$ cat src/rtl/core/gww_pkg.sv
// ----------------------------------------------------------------------------
// gww_pkg
// Shared types, codes and constants of the greedy word wrap core.
// ----------------------------------------------------------------------------
package gww_pkg;

  // Word buffer depth default
  localparam int MAX_WORD_DEF = 32;

  // Byte codes
  localparam logic [7:0] NL_BYTE = 8'd10;
  localparam logic [7:0] SP_BYTE = 8'd32;
  localparam logic [7:0] TAB_BYTE = 8'd9;
  localparam logic [7:0] CR_BYTE = 8'd13;

  // Input operation codes
  localparam logic OP_TEXT  = 1'b0;
  localparam logic OP_FLUSH = 1'b1;

  // Configuration registers
  localparam int         CFG_ADDR_W     = 3;
  localparam logic       REG_LINE_WIDTH = 1'b0;
  localparam logic [7:0] LINE_WIDTH_RST = 8'd80;

  // Controller states
  typedef enum logic [2:0] {
    ST_IDLE,
    ST_SEP,
    ST_WORD,
    ST_PARA1,
    ST_PARA2,
    ST_FIN
  } gww_state_t;

  // Source of an emitted byte
  typedef enum logic [1:0] {
    SEL_NL,
    SEL_SP,
    SEL_WORD
  } byte_sel_t;

  // Controller to datapath
  typedef struct packed {
    logic      accept;
    logic      emit;
    byte_sel_t sel;
    logic      last;
    logic      step;
  } gww_cmd_t;

  // Datapath to controller
  typedef struct packed {
    logic place;
    logic flush;
    logic pending;
    logic need_nl;
    logic need_sp;
    logic para;
    logic emit_ok;
    logic rd_last;
  } gww_status_t;

  // Whitespace: tab through carriage return, and space
  function automatic logic is_blank(input logic [7:0] c);
    is_blank = ((c >= TAB_BYTE) && (c <= CR_BYTE)) || (c == SP_BYTE);
  endfunction

endpackage

$ cat src/rtl/core/gww_if.sv
// ----------------------------------------------------------------------------
// gww_if
// Valid/ready channels of the word wrap core: text in, wrapped bytes out.
// ----------------------------------------------------------------------------
interface gww_text_if;
  logic       valid;
  logic       ready;
  logic       opcode;
  logic [7:0] char_byte;

  modport source (output valid, output opcode, output char_byte, input ready);
  modport sink (input valid, input opcode, input char_byte, output ready);
endinterface

interface gww_wrap_if;
  logic       valid;
  logic       ready;
  logic [7:0] out_byte;
  logic       last_of_run;
  logic       width_error;
  logic       word_overflow;

  modport source (
    output valid, output out_byte, output last_of_run,
    output width_error, output word_overflow, input ready
  );
  modport sink (
    input valid, input out_byte, input last_of_run,
    input width_error, input word_overflow, output ready
  );
endinterface

$ cat src/rtl/core/gww_datapath.sv
// ----------------------------------------------------------------------------
// gww_datapath
// Word store, line and word counters, sticky flags and the output register.
// ----------------------------------------------------------------------------
module gww_datapath
  import gww_pkg::*;
#(
  parameter int MAX_WORD = MAX_WORD_DEF
) (
  input  logic        clk,
  input  logic        rst,
  input  logic [7:0]  line_width,
  input  logic        opcode,
  input  logic [7:0]  char_byte,
  input  gww_cmd_t    cmd,
  output gww_status_t status,
  output logic        out_valid,
  input  logic        out_ready,
  output logic [7:0]  out_byte,
  output logic        last_of_run,
  output logic        width_error,
  output logic        word_overflow
);

  localparam int WL_W  = $clog2(MAX_WORD + 1);
  localparam int AW    = $clog2(MAX_WORD);
  localparam int SUM_W = $clog2(256 + MAX_WORD + 1);

  logic [7:0]      store [MAX_WORD];
  logic [7:0]      rd_data;
  logic [WL_W-1:0] word_length;
  logic [WL_W-1:0] emit_len;
  logic [AW-1:0]   rd_ptr;
  logic [AW-1:0]   rd_ptr_next;
  logic [7:0]      line_length;
  logic            seen_newline;
  logic            paragraph_ended;
  logic            error_sticky;
  logic            overflow_sticky;

  logic             is_nl;
  logic             ll_nz;
  logic [SUM_W-1:0] need;
  logic [7:0]       base;
  logic [SUM_W-1:0] placed;
  logic             placed_err;
  logic [7:0]       ll_placed;
  logic             room;
  logic             wr_en;

  // Decode the offered item and work out the placement of the pending word
  always_comb begin
    is_nl  = (char_byte == NL_BYTE);
    ll_nz  = (line_length != 8'd0);
    need   = SUM_W'(line_length) + SUM_W'(word_length) + SUM_W'(ll_nz);
    status.place   = (opcode == OP_FLUSH) || is_blank(char_byte);
    status.flush   = (opcode == OP_FLUSH);
    status.pending = (word_length != '0);
    status.need_nl = ll_nz && (need > SUM_W'(line_width));
    status.need_sp = ll_nz && !status.need_nl;
    status.para    = (opcode == OP_TEXT) && is_nl && seen_newline && !paragraph_ended;
    status.emit_ok = !out_valid || out_ready;
    status.rd_last = ((WL_W'(rd_ptr) + WL_W'(1)) == emit_len);
    base       = status.need_nl ? 8'd0 : line_length;
    placed     = SUM_W'(base) + SUM_W'(status.need_sp) + SUM_W'(word_length);
    placed_err = status.pending && (placed > SUM_W'(line_width));
    ll_placed  = status.pending ? placed[7:0] : line_length;
    room       = (word_length < WL_W'(MAX_WORD));
    wr_en      = cmd.accept && !status.place && room;
  end

  // Update word, line and paragraph state when an item is taken
  always_ff @(posedge clk) begin
    if (rst) begin
      word_length     <= '0;
      emit_len        <= '0;
      line_length     <= 8'd0;
      seen_newline    <= 1'b0;
      paragraph_ended <= 1'b0;
      error_sticky    <= 1'b0;
      overflow_sticky <= 1'b0;
    end else if (cmd.accept) begin
      if (status.place) begin
        error_sticky <= error_sticky | placed_err;
        word_length  <= '0;
        emit_len     <= word_length;
        if (status.flush) begin
          line_length     <= 8'd0;
          seen_newline    <= 1'b0;
          paragraph_ended <= 1'b0;
        end else begin
          line_length <= ll_placed;
          if (is_nl) begin
            if (!seen_newline) begin
              seen_newline <= 1'b1;
            end else if (!paragraph_ended) begin
              line_length     <= 8'd0;
              seen_newline    <= 1'b0;
              paragraph_ended <= 1'b1;
            end
          end
        end
      end else begin
        if (room) begin
          word_length <= word_length + WL_W'(1);
        end else begin
          overflow_sticky <= 1'b1;
        end
        seen_newline    <= 1'b0;
        paragraph_ended <= 1'b0;
      end
    end
  end

  // Advance the read pointer one word byte per emitted beat
  always_comb begin
    if (cmd.accept) begin
      rd_ptr_next = '0;
    end else if (cmd.step) begin
      rd_ptr_next = status.rd_last ? '0 : rd_ptr + AW'(1);
    end else begin
      rd_ptr_next = rd_ptr;
    end
  end

  always_ff @(posedge clk) begin
    if (rst) begin
      rd_ptr <= '0;
    end else begin
      rd_ptr <= rd_ptr_next;
    end
  end

  // Word store: one write port, one registered read port
  always_ff @(posedge clk) begin
    if (wr_en) begin
      store[word_length[AW-1:0]] <= char_byte;
    end
    rd_data <= store[rd_ptr_next];
  end

  // Output register: load on emit, drop when taken
  always_ff @(posedge clk) begin
    if (rst) begin
      out_valid <= 1'b0;
    end else if (cmd.emit) begin
      out_valid <= 1'b1;
    end else if (out_ready) begin
      out_valid <= 1'b0;
    end
  end

  always_ff @(posedge clk) begin
    if (cmd.emit) begin
      case (cmd.sel)
        SEL_NL:   out_byte <= NL_BYTE;
        SEL_SP:   out_byte <= SP_BYTE;
        SEL_WORD: out_byte <= rd_data;
        default:  out_byte <= NL_BYTE;
      endcase
      last_of_run   <= cmd.last;
      width_error   <= error_sticky;
      word_overflow <= overflow_sticky;
    end
  end

`ifndef NO_ASSERTIONS
  a_no_overwrite: assert property (@(posedge clk) disable iff (rst)
    cmd.emit |-> (!out_valid || out_ready))
    else $error("output register loaded while a beat is still waiting");

  a_word_bound: assert property (@(posedge clk) disable iff (rst)
    word_length <= WL_W'(MAX_WORD))
    else $error("word length beyond store depth");

  a_err_sticky: assert property (@(posedge clk) disable iff (rst)
    error_sticky |=> error_sticky)
    else $error("width error flag cleared");
`endif

endmodule

$ cat src/rtl/core/gww_ctrl.sv
// ----------------------------------------------------------------------------
// gww_ctrl
// Sequencer: takes an item, then walks separator, word bytes and newlines.
// ----------------------------------------------------------------------------
module gww_ctrl
  import gww_pkg::*;
(
  input  logic        clk,
  input  logic        rst,
  input  logic        in_valid,
  output logic        in_ready,
  input  gww_status_t status,
  output gww_cmd_t    cmd
);

  gww_state_t state;
  gww_state_t state_next;
  logic       sep_nl;
  logic       sep_nl_next;
  logic       tail_fin;
  logic       tail_fin_next;
  logic       tail_para;
  logic       tail_para_next;

  // Hold state and the plan latched at accept
  always_ff @(posedge clk) begin
    if (rst) begin
      state     <= ST_IDLE;
      sep_nl    <= 1'b0;
      tail_fin  <= 1'b0;
      tail_para <= 1'b0;
    end else begin
      state     <= state_next;
      sep_nl    <= sep_nl_next;
      tail_fin  <= tail_fin_next;
      tail_para <= tail_para_next;
    end
  end

  // Next state and commands
  always_comb begin
    state_next     = state;
    sep_nl_next    = sep_nl;
    tail_fin_next  = tail_fin;
    tail_para_next = tail_para;
    in_ready       = 1'b0;
    cmd            = '{accept: 1'b0, emit: 1'b0, sel: SEL_NL, last: 1'b0, step: 1'b0};
    case (state)
      ST_IDLE: begin
        in_ready = 1'b1;
        if (in_valid) begin
          cmd.accept = 1'b1;
          if (status.place) begin
            sep_nl_next    = status.need_nl;
            tail_fin_next  = status.flush;
            tail_para_next = status.para;
            if (status.pending) begin
              state_next = (status.need_nl || status.need_sp) ? ST_SEP : ST_WORD;
            end else if (status.flush) begin
              state_next = ST_FIN;
            end else if (status.para) begin
              state_next = ST_PARA1;
            end
          end
        end
      end
      ST_SEP: begin
        if (status.emit_ok) begin
          cmd.emit   = 1'b1;
          cmd.sel    = sep_nl ? SEL_NL : SEL_SP;
          state_next = ST_WORD;
        end
      end
      ST_WORD: begin
        if (status.emit_ok) begin
          cmd.emit = 1'b1;
          cmd.sel  = SEL_WORD;
          cmd.step = 1'b1;
          cmd.last = status.rd_last && !tail_fin && !tail_para;
          if (status.rd_last) begin
            if (tail_fin) begin
              state_next = ST_FIN;
            end else if (tail_para) begin
              state_next = ST_PARA1;
            end else begin
              state_next = ST_IDLE;
            end
          end
        end
      end
      ST_PARA1: begin
        if (status.emit_ok) begin
          cmd.emit   = 1'b1;
          state_next = ST_PARA2;
        end
      end
      ST_PARA2: begin
        if (status.emit_ok) begin
          cmd.emit   = 1'b1;
          cmd.last   = 1'b1;
          state_next = ST_IDLE;
        end
      end
      ST_FIN: begin
        if (status.emit_ok) begin
          cmd.emit   = 1'b1;
          cmd.last   = 1'b1;
          state_next = ST_IDLE;
        end
      end
      default: begin
        state_next = ST_IDLE;
      end
    endcase
  end

`ifndef NO_ASSERTIONS
  a_last_ends_run: assert property (@(posedge clk) disable iff (rst)
    (cmd.emit && cmd.last) |=> (state == ST_IDLE))
    else $error("final beat of a run did not return to idle");
`endif

endmodule

$ cat src/rtl/core/greedy_word_wrap_core.sv
// ----------------------------------------------------------------------------
// greedy_word_wrap_core
// Streaming greedy word wrapper with an APB line width register.
// ----------------------------------------------------------------------------
// A text byte that only extends the current word is taken while the core
// stays idle. A whitespace byte or an end of input item is taken and then
// followed by its output beats, one per cycle while the output side keeps
// up: an optional newline or space, the buffered word bytes (at most
// MAX_WORD) and up to two trailing newlines. This rate is set by the single
// read port of the word store, which yields one byte per cycle, and the one
// output register. No new item is taken until the last beat of the previous
// one is loaded; that beat may still wait downstream. The word store needs no
// clearing after reset. line_width sits at address 0.
module greedy_word_wrap_core
  import gww_pkg::*;
#(
  parameter int MAX_WORD = MAX_WORD_DEF
) (
  input  logic                  clk,
  input  logic                  rst,
  gww_text_if.sink              text,
  gww_wrap_if.source            wrapped,
  input  logic                  psel,
  input  logic                  penable,
  input  logic                  pwrite,
  input  logic [CFG_ADDR_W-1:0] paddr,
  input  logic [31:0]           pwdata,
  output logic [31:0]           prdata,
  output logic                  pready
);

  logic        [7:0] line_width;
  gww_cmd_t          cmd;
  gww_status_t       status;

  // Configuration register: write in the access phase
  assign pready = 1'b1;

  always_ff @(posedge clk) begin
    if (rst) begin
      line_width <= LINE_WIDTH_RST;
    end else if (psel && penable && pwrite && pready && (paddr[2] == REG_LINE_WIDTH)) begin
      line_width <= pwdata[7:0];
    end
  end

  assign prdata = (paddr[2] == REG_LINE_WIDTH) ? {24'd0, line_width} : 32'd0;

  gww_ctrl u_ctrl (
    .clk      (clk),
    .rst      (rst),
    .in_valid (text.valid),
    .in_ready (text.ready),
    .status   (status),
    .cmd      (cmd)
  );

  gww_datapath #(
    .MAX_WORD (MAX_WORD)
  ) u_datapath (
    .clk           (clk),
    .rst           (rst),
    .line_width    (line_width),
    .opcode        (text.opcode),
    .char_byte     (text.char_byte),
    .cmd           (cmd),
    .status        (status),
    .out_valid     (wrapped.valid),
    .out_ready     (wrapped.ready),
    .out_byte      (wrapped.out_byte),
    .last_of_run   (wrapped.last_of_run),
    .width_error   (wrapped.width_error),
    .word_overflow (wrapped.word_overflow)
  );

endmodule

$ cat src/flat_wrapper.sv
// flat-port wrapper written by rule: the top's interface ports become plain ports
module greedy_word_wrap_core_flat import gww_pkg::*;
#(
  parameter int MAX_WORD = MAX_WORD_DEF
)
  (clk, rst, psel, penable, pwrite, paddr, pwdata, prdata, pready, text_valid, text_opcode, text_char_byte, text_ready, wrapped_valid, wrapped_out_byte, wrapped_last_of_run, wrapped_width_error, wrapped_word_overflow, wrapped_ready);
  gww_text_if text_i ();
  gww_wrap_if wrapped_i ();
  input  logic clk;
  input  logic rst;
  input  logic psel;
  input  logic penable;
  input  logic pwrite;
  input  logic [CFG_ADDR_W-1:0] paddr;
  input  logic [31:0] pwdata;
  output logic [31:0] prdata;
  output logic pready;
  input wire logic [$bits(text_i.valid)-1:0] text_valid;
  input wire logic [$bits(text_i.opcode)-1:0] text_opcode;
  input wire logic [$bits(text_i.char_byte)-1:0] text_char_byte;
  output wire logic [$bits(text_i.ready)-1:0] text_ready;
  output wire logic [$bits(wrapped_i.valid)-1:0] wrapped_valid;
  output wire logic [$bits(wrapped_i.out_byte)-1:0] wrapped_out_byte;
  output wire logic [$bits(wrapped_i.last_of_run)-1:0] wrapped_last_of_run;
  output wire logic [$bits(wrapped_i.width_error)-1:0] wrapped_width_error;
  output wire logic [$bits(wrapped_i.word_overflow)-1:0] wrapped_word_overflow;
  input wire logic [$bits(wrapped_i.ready)-1:0] wrapped_ready;
  assign text_i.valid = text_valid;
  assign text_i.opcode = text_opcode;
  assign text_i.char_byte = text_char_byte;
  assign text_ready = text_i.ready;
  assign wrapped_valid = wrapped_i.valid;
  assign wrapped_out_byte = wrapped_i.out_byte;
  assign wrapped_last_of_run = wrapped_i.last_of_run;
  assign wrapped_width_error = wrapped_i.width_error;
  assign wrapped_word_overflow = wrapped_i.word_overflow;
  assign wrapped_i.ready = wrapped_ready;
  greedy_word_wrap_core #(.MAX_WORD(MAX_WORD)) u_core (.clk(clk), .rst(rst), .text(text_i), .wrapped(wrapped_i), .psel(psel), .penable(penable), .pwrite(pwrite), .paddr(paddr), .pwdata(pwdata), .prdata(prdata), .pready(pready));
endmodule
$ cat config.mk
export PLATFORM = sky130hd
export DESIGN_NAME = greedy_word_wrap_core_flat
export DESIGN_NICKNAME = d
export VERILOG_FILES = /design/src/rtl/core/gww_pkg.sv /design/src/rtl/core/gww_if.sv /design/src/rtl/core/gww_datapath.sv /design/src/rtl/core/gww_ctrl.sv /design/src/rtl/core/greedy_word_wrap_core.sv /design/src/flat_wrapper.sv
export SDC_FILE = /design/constraint.sdc
export NUM_CORES = 1
export LEC_CHECK = 0
export ABC_CLOCK_PERIOD_IN_PS = 11300
export BUFFER_PORTS_ARGS = -buffer_cell sky130_fd_sc_hd__buf_2
export CORE_MARGIN = 5
export CORE_UTILIZATION = 65
export CTS_CLUSTER_SIZE = 12
export DETAILED_ROUTE_END_ITERATION = 10
export GPL_TIMING_DRIVEN = 0
export PLACE_DENSITY = 0.82
export SYNTH_ARGS = -nofsm -noshare
export SYNTH_HDL_FRONTEND = slang
export SYNTH_HIERARCHICAL = 1
export SYNTH_SLANG_ARGS = --single-unit
$ cat constraint.sdc
create_clock -name clk -period 11.3 [get_ports clk]
set_clock_uncertainty 0.2 [all_clocks]
set_input_delay 1.13 -clock clk [delete_from_list [all_inputs] [get_ports clk]]
set_output_delay 1.13 -clock clk [all_outputs]
set_load 0.01 [all_outputs]
==> impl_metrics.csv, run 1 <==
group,metric,value,unit
status,status,"finished, final reports clean",
setup_path,critPathMaxFanout,10,
floorplan,core,21800,µm²
power,switchingPower,742,µW
floorplan,pin_count,97,
clock_tree,cts_tree,"yes",
routing,top_layer_used,"met5",
placed_design,post-dp-hpwl,23.5,mm
final_layout,area_growth,11.5,%
logic_synthesis,yosysMostFrequentCell,"edfxtp_1",
logic_synthesis,yosys-top-cells-area,"edfxtp_1 56%, dfxtp_1 7.2%, nand2_1 7.0%",
logic_synthesis,ys_top_cells_by_count,"267 x edfxtp_1, 266 x nand2_1, 87 x nor2_1",
power,internal-power,2060,µW
routing,wl_met2,16.6,mm
final_layout,multi_input_comb_area,4770,µm²
power,leakagePower,0.00579,µW
final_layout,fin_nets,1434,
power,power_density,175,nW/µm²
sta,fin_setup_tns,0,ps
sta,setup_viol,0,
global_routing,grt_usage,27.3,%
floorplan,initial_core_util,65.8,%
setup_path,worst_ep_required_time,11540,ps
clock_tree,root_buffer,"clkbuf_16",
worst_hold_path,min_from,"u_core/u_datapath/error_sticky",
logic_synthesis,synth_area,14400,µm²
final_layout,layout.cells.non_filler,1645,
placed_design,place_congestion,0.951,
sta,setup_ws,4130,ps
global_routing,overflow,0,
logic_synthesis,syn_area_per_cell,11.6,µm²
sta,rsz0062_at_grt,"no",
clock_tree,cts_hold_buf,0,
sta,max_slew.worst_pin.slew,1290,ps
floorplan,die_h,159,µm
routing,wl_met3,3.07,mm
placed_design,place_ws,4190,ps
power,ir_worst_vdd,124,µV
floorplan,die_area,25200,µm²
global_routing,grt_pass1_wl,52.0,mm
logic_synthesis,yosysTopAreaCellShare,55.8,%
routing,vias_per_cell,6.12,
final_layout,seq_area,9060,µm²
routing,wl_met1,13.0,mm
logic_synthesis,synth_seq_cells,319,
routing,wl,34.1,mm
clock_tree,cts_resized,0,
power,pwr-share-comb,15.9,%
clock_tree,cts.path.max_buffers,3,
sta,finalCriticalPeriod,7170,ps
global_routing,antenna_found_initial,1,
sta,max_slew_margin,13.2,%
logic_synthesis,synthArstFlopShare,0,%
power,clock_power_share,35.5,%
final_layout,drive_gt1_share,12.3,%
routing,firstDrtPassIters,6,
sta,fmax,139,MHz
clock_tree,cts_inserted_buffers,34,
routing,vias,10100,
setup_path,cp-startpoint,"u_core/u_datapath/line_length[7]",
sta,fin_crit_sh,63.5,%
logic_synthesis,ys_warn_count,6,
sta,drv_slew,0,
placed_design,portBuffers,45,
clock_tree,cts.sinks,319,
logic_synthesis,synth-seq-area-share,63.1,%
final_layout,diodes,0,
setup_path,cp_slowest_cell,"fa_1",
clock_tree,cts_max_level,2,
logic_synthesis,synth_cell_types,72,
setup_path,cp_data_arrival_time,7410,ps
logic_synthesis,synth_edf_count,267,
final_layout,fill_cells,1465,
global_routing,first_global_vias,9573,
flow_run,cap_violations,0,
routing,ant_nets,0,
clock_tree,post_cts_buffers,0,
logic_synthesis,post-synth-top-area-cell,"edfxtp_1",
setup_path,critPathMostFrequentCell,"o21ai_0",
worst_hold_path,hp-class,"reg -> reg",
setup_path,r2r_start,"u_core/u_datapath/line_length[7]",
setup_path,max_stage_delay,520,ps
routing,post_drt_wl_per_cell,20.7,µm
global_routing,grt_start_max_net_pins,36,
setup_path,path_class,"reg -> reg",
clock_tree,clk_pin_slew_worst_paths,50,ps
setup_path,end_kind,"register",
sta,finalHoldViolations,0,
routing,drtIter0Drc,1095,
power,switching_share,26.5,%
logic_synthesis,netlist_instances,1242,
logic_synthesis,synth_top_flop_cell,"edfxtp_1",
floorplan,rows,54,
power,seqPwrFrac,48.6,%
setup_path,start_kind,"register",
floorplan,die_w,159,µm
routing,drc,0,
clock_tree,worst_skew_pair.late_latency,520,ps
placed_design,dp_cells,1590,
## routing by layer
| metal | up-vias | global-route usage, % |
|---|---|---|
| met5 | - | 0 |
| li1 | 4635 | - |
| met1 | 4822 | 35.4 |
| met4 | 2 | 11.0 |
| met2 | 513 | 45.1 |
| met3 | 94 | 5.87 |
## power by group through the flow
| stage | logic, µW | registers, µW | clock network [µW] |
|---|---|---|---|
| after floorplan | 263 | 1390 | 0 |
| after global placement | 421 | 1380 | 0 |
| after detailed placement | 431 | 1380 | 0 |
| after CTS | 435 | 1360 | 1010 |
| after global routing | 474 | 1360 | 1060 |
| final | 445 | 1360 | 994 |
## per-stage QoR
| stage | power, µW | util (%) | hold WS [ps] | instance area, µm² |
|---|---|---|---|---|
| after floorplan | 1660 | - | 209 | 14500 |
| after global placement | 1800 | 68.9 | 216 | 15000 |
| after detailed placement | 1820 | 68.9 | 228 | 15000 |
| after CTS | 2810 | 73.4 | 244 | 16000 |
| after global routing | 2900 | 73.4 | 270 | 16000 |
| final | 2800 | 73.4 | 246 | 16000 |
## final cells by class
type	instances	share of cell area, %
multi-input combinational	829	29.8
timing repair buffer	45	1.41
clock inverter	7	0.359
sequential	319	56.5
buffer	88	3.20
inverter	29	0.679
tap	280	2.19
clock buffer	48	5.83
## kinds of logic after synthesis
logic type / share of synthesized area (%)
fa+ha+maj: 3.43
simple gates: 17.9
buf+inv: 4.33
mux: 2.67
other cells: 0.0523
compound gates: 7.51
xor+xnor: 1.04
flops: 63.1
## critical path, delay by kind of cell (launching register included)
kind	cells	cell delay, ps
compound gates	13	2200
fa+ha+maj	5	2070
simple gates	9	1600
buf+inv	2	460
flops	1	390
xor+xnor	1	180
## state kept, by name, indices dropped and copies added, names as in the netlist, 3 cells and up
register and flops:
u_core/u_datapath/rd_ptr 5, u_core/u_datapath/line_length 8, u_core/u_datapath/emit_len 6, u_core/u_ctrl/state 3, u_core/u_datapath/word_length 6, u_core/u_datapath/store 256, u_core/u_datapath/rd_data 8, u_core/u_datapath/out_byte 8
u_core/line_width 8
## final timing paths
check | to | slack, ps | cells past startpoint
max | u_core/u_datapath/error_sticky | 4130 | 30
min | u_core/u_datapath/width_error | 250 | 0
min reg2reg | u_core/u_datapath/width_error | 250 | 0
max reg2reg | u_core/u_datapath/error_sticky | 4130 | 30
## layout by cell type, fill, tap and decap left out, drive strengths merged, types with 10 or more instances in the layout
cell type / instances
nand3: 71
mux2i: 35
clkbuf: 77
nor4: 10
nand2b: 20
o21ai: 19
nor3: 16
and2: 13
nand2: 266
ha: 33
nand4: 22
xnor2: 13
a31oi: 27
conb: 25
nor2: 88
a21oi: 52
dfxtp: 52
inv: 28
nor2b: 10
buf: 104
edfxtp: 267
No activity file was read; power rests on OpenSTA's default activity.
==> run 2: changes to the inputs <==
- ABC_CLOCK_PERIOD_IN_PS: 11300 -> 6100
- CORE_UTILIZATION: 65 -> 55
- PLACE_DENSITY: 0.82 -> 0.73
- clock period: 11.3 -> 6.1 ns (I/O delays scaled with it)
==> run 2 against run 1 <==
Net effect: clock-buffer cell count rose by 6; register-to-register slack lost 4100 ps; fmax rose by 18%; final area grew 1.8%; via count fell by 1.1%; critical endpoint unchanged.
==> impl_metrics.csv, run 2 (synthesized netlist as in run 1, its figures left out) <==
group,metric,value,unit
status,status,"finished, final reports clean",
floorplan,initial_core_util,55.4,%
clock_tree,cts_hold_buf,0,
clock_tree,cts.sinks,319,
power,ir_worst_vdd,192,µV
global_routing,antenna_found_initial,0,
routing,drc,0,
placed_design,post-dp-hpwl,23.3,mm
flow_run,cap_violations,0,
power,power_density,328,nW/µm²
sta,max_slew.worst_pin.slew,1070,ps
final_layout,fin_util,62.9,%
clock_tree,cts_max_level,2,
setup_path,start_kind,"register",
routing,wl,34.7,mm
routing,vias_per_cell,5.81,
global_routing,grt_start_max_net_pins,36,
routing,post_drt_wl_per_cell,20.2,µm
placed_design,dp_cells,1645,
routing,drtIter0Drc,1107,
routing,ant_nets,0,
setup_path,path_class,"reg -> reg",
power,leakagePower,0.00588,µW
clock_tree,worst_skew_pair.late_latency,520,ps
floorplan,die_h,172,µm
setup_path,end_kind,"register",
floorplan,rows,59,
sta,fin_crit_sh,100,%
final_layout,most-common-layout-cells,"267 x edfxtp_1, 265 x nand2_1, 84 x nor2_1, 70 x nand3_1, 65 x buf_2",
final_layout,area_growth,13.5,%
power,power,5340,µW
floorplan,pin_count,97,
setup_path,max_stage_delay,560,ps
setup_path,cp_slowest_cell,"fa_2",
clock_tree,cts.path.max_buffers,3,
placed_design,place_ws,-841,ps
worst_hold_path,hp-class,"in -> reg",
clock_tree,cts_inserted_buffers,35,
placed_design,place_congestion,0.891,
clock_tree,cts_tree,"yes",
clock_tree,clk_pin_slew_worst_paths,60,ps
floorplan,die_area,29500,µm²
global_routing,overflow,0,
clock_tree,root_buffer,"clkbuf_16",
sta,rsz0062_at_grt,"yes",
final_layout,fin_nets,1440,
routing,firstDrtPassIters,5,
sta,setup_ws,2.10,ps
setup_path,critPathMaxFanout,6,
global_routing,grt_usage,23.6,%
global_routing,first_global_vias,9547,
routing,vias,9951,
sta,setup_viol,0,
sta,max_slew_margin,28.1,%
placed_design,portBuffers,45,
global_routing,grt_pass1_wl,53.6,mm
sta,finalCriticalPeriod,6100,ps
floorplan,die_w,172,µm
final_layout,diodes,0,
sta,hold-worst-slack,157,ps
final_layout,layout.cells.non_filler,1712,
setup_path,worst_ep_required_time,6270,ps
floorplan,core,25900,µm²
final_layout,drive_gt1_share,14.7,%
final_layout,largest_register_ffs,256,
final_layout,final_common_cell,"edfxtp_1",
sta,finalHoldViolations,0,
sta,fmax,164,MHz
setup_path,critPathMostFrequentCell,"o21a_1",
sta,drv_slew,0,
setup_path,cp_data_arrival_time,6260,ps
-- run 2: layout make-up --
type / instances / area (µm²)
well taps: 335 / 419
plain buffers: 88 / 523
fillers: 2030 / 9600
flip-flops and latches: 319 / 9060
clock inverters: 8 / 86.3
repair buffers: 50 / 263
multi-input cells: 829 / 4840
clock buffers: 54 / 1010
inverters: 29 / 109
-- run 2: per-stage QoR --
step	setup TNS (ps)	area [µm²]
after floorplan	0	14500
after global placement	-769	15100
after detailed placement	-871	15100
after CTS	0	16300
after global routing	-289	16300
final	0	16300
-- run 2: layer usage --
layer | vias to the layer above | global-route usage (%) | part of all wire (%)
li1 | 4640 | - | -
met1 | 4804 | 32.7 | 41
met2 | 439 | 39.3 | 48
met3 | 68 | 3.52 | 8.4
met4 | 0 | 6.72 | 2.6
met5 | - | 0 | 0
-- run 2: worst paths after layout --
path,from,endpoint,slack (ps),depth (start not counted)
hold / removal,pwdata[3],u_core/line_width[3],160,3
setup / recovery,u_core/u_datapath/line_length[0],u_core/u_datapath/error_sticky,2,28
setup reg to reg,u_core/u_datapath/line_length[0],u_core/u_datapath/error_sticky,2,28
hold reg to reg,u_core/u_datapath/overflow_sticky,u_core/u_datapath/word_overflow,240,0
-- run 2: timing repair --
item	CTS	global route
setup endpoints to repair	2	1
gates resized for setup	20	11
pin swaps	13	7
buffers inserted	5	0
hold endpoints to repair	0	0
-- run 2: worst max-delay path: cells and delay by family, from the launching register on --
family / cells / cell delay (ps)
adder cells (fa/ha/maj): 6 / 2410
flip-flops: 1 / 350
AND/OR/NAND/NOR: 7 / 1040
buffers and inverters: 3 / 290
AO/OA/AOI/OAI: 12 / 1670
-- run 2: power breakdown --
part	internal [µW]	switching (µW)	total, µW
registers	2480	37.7	2520
logic	265	556	822
clock network	1190	813	2000
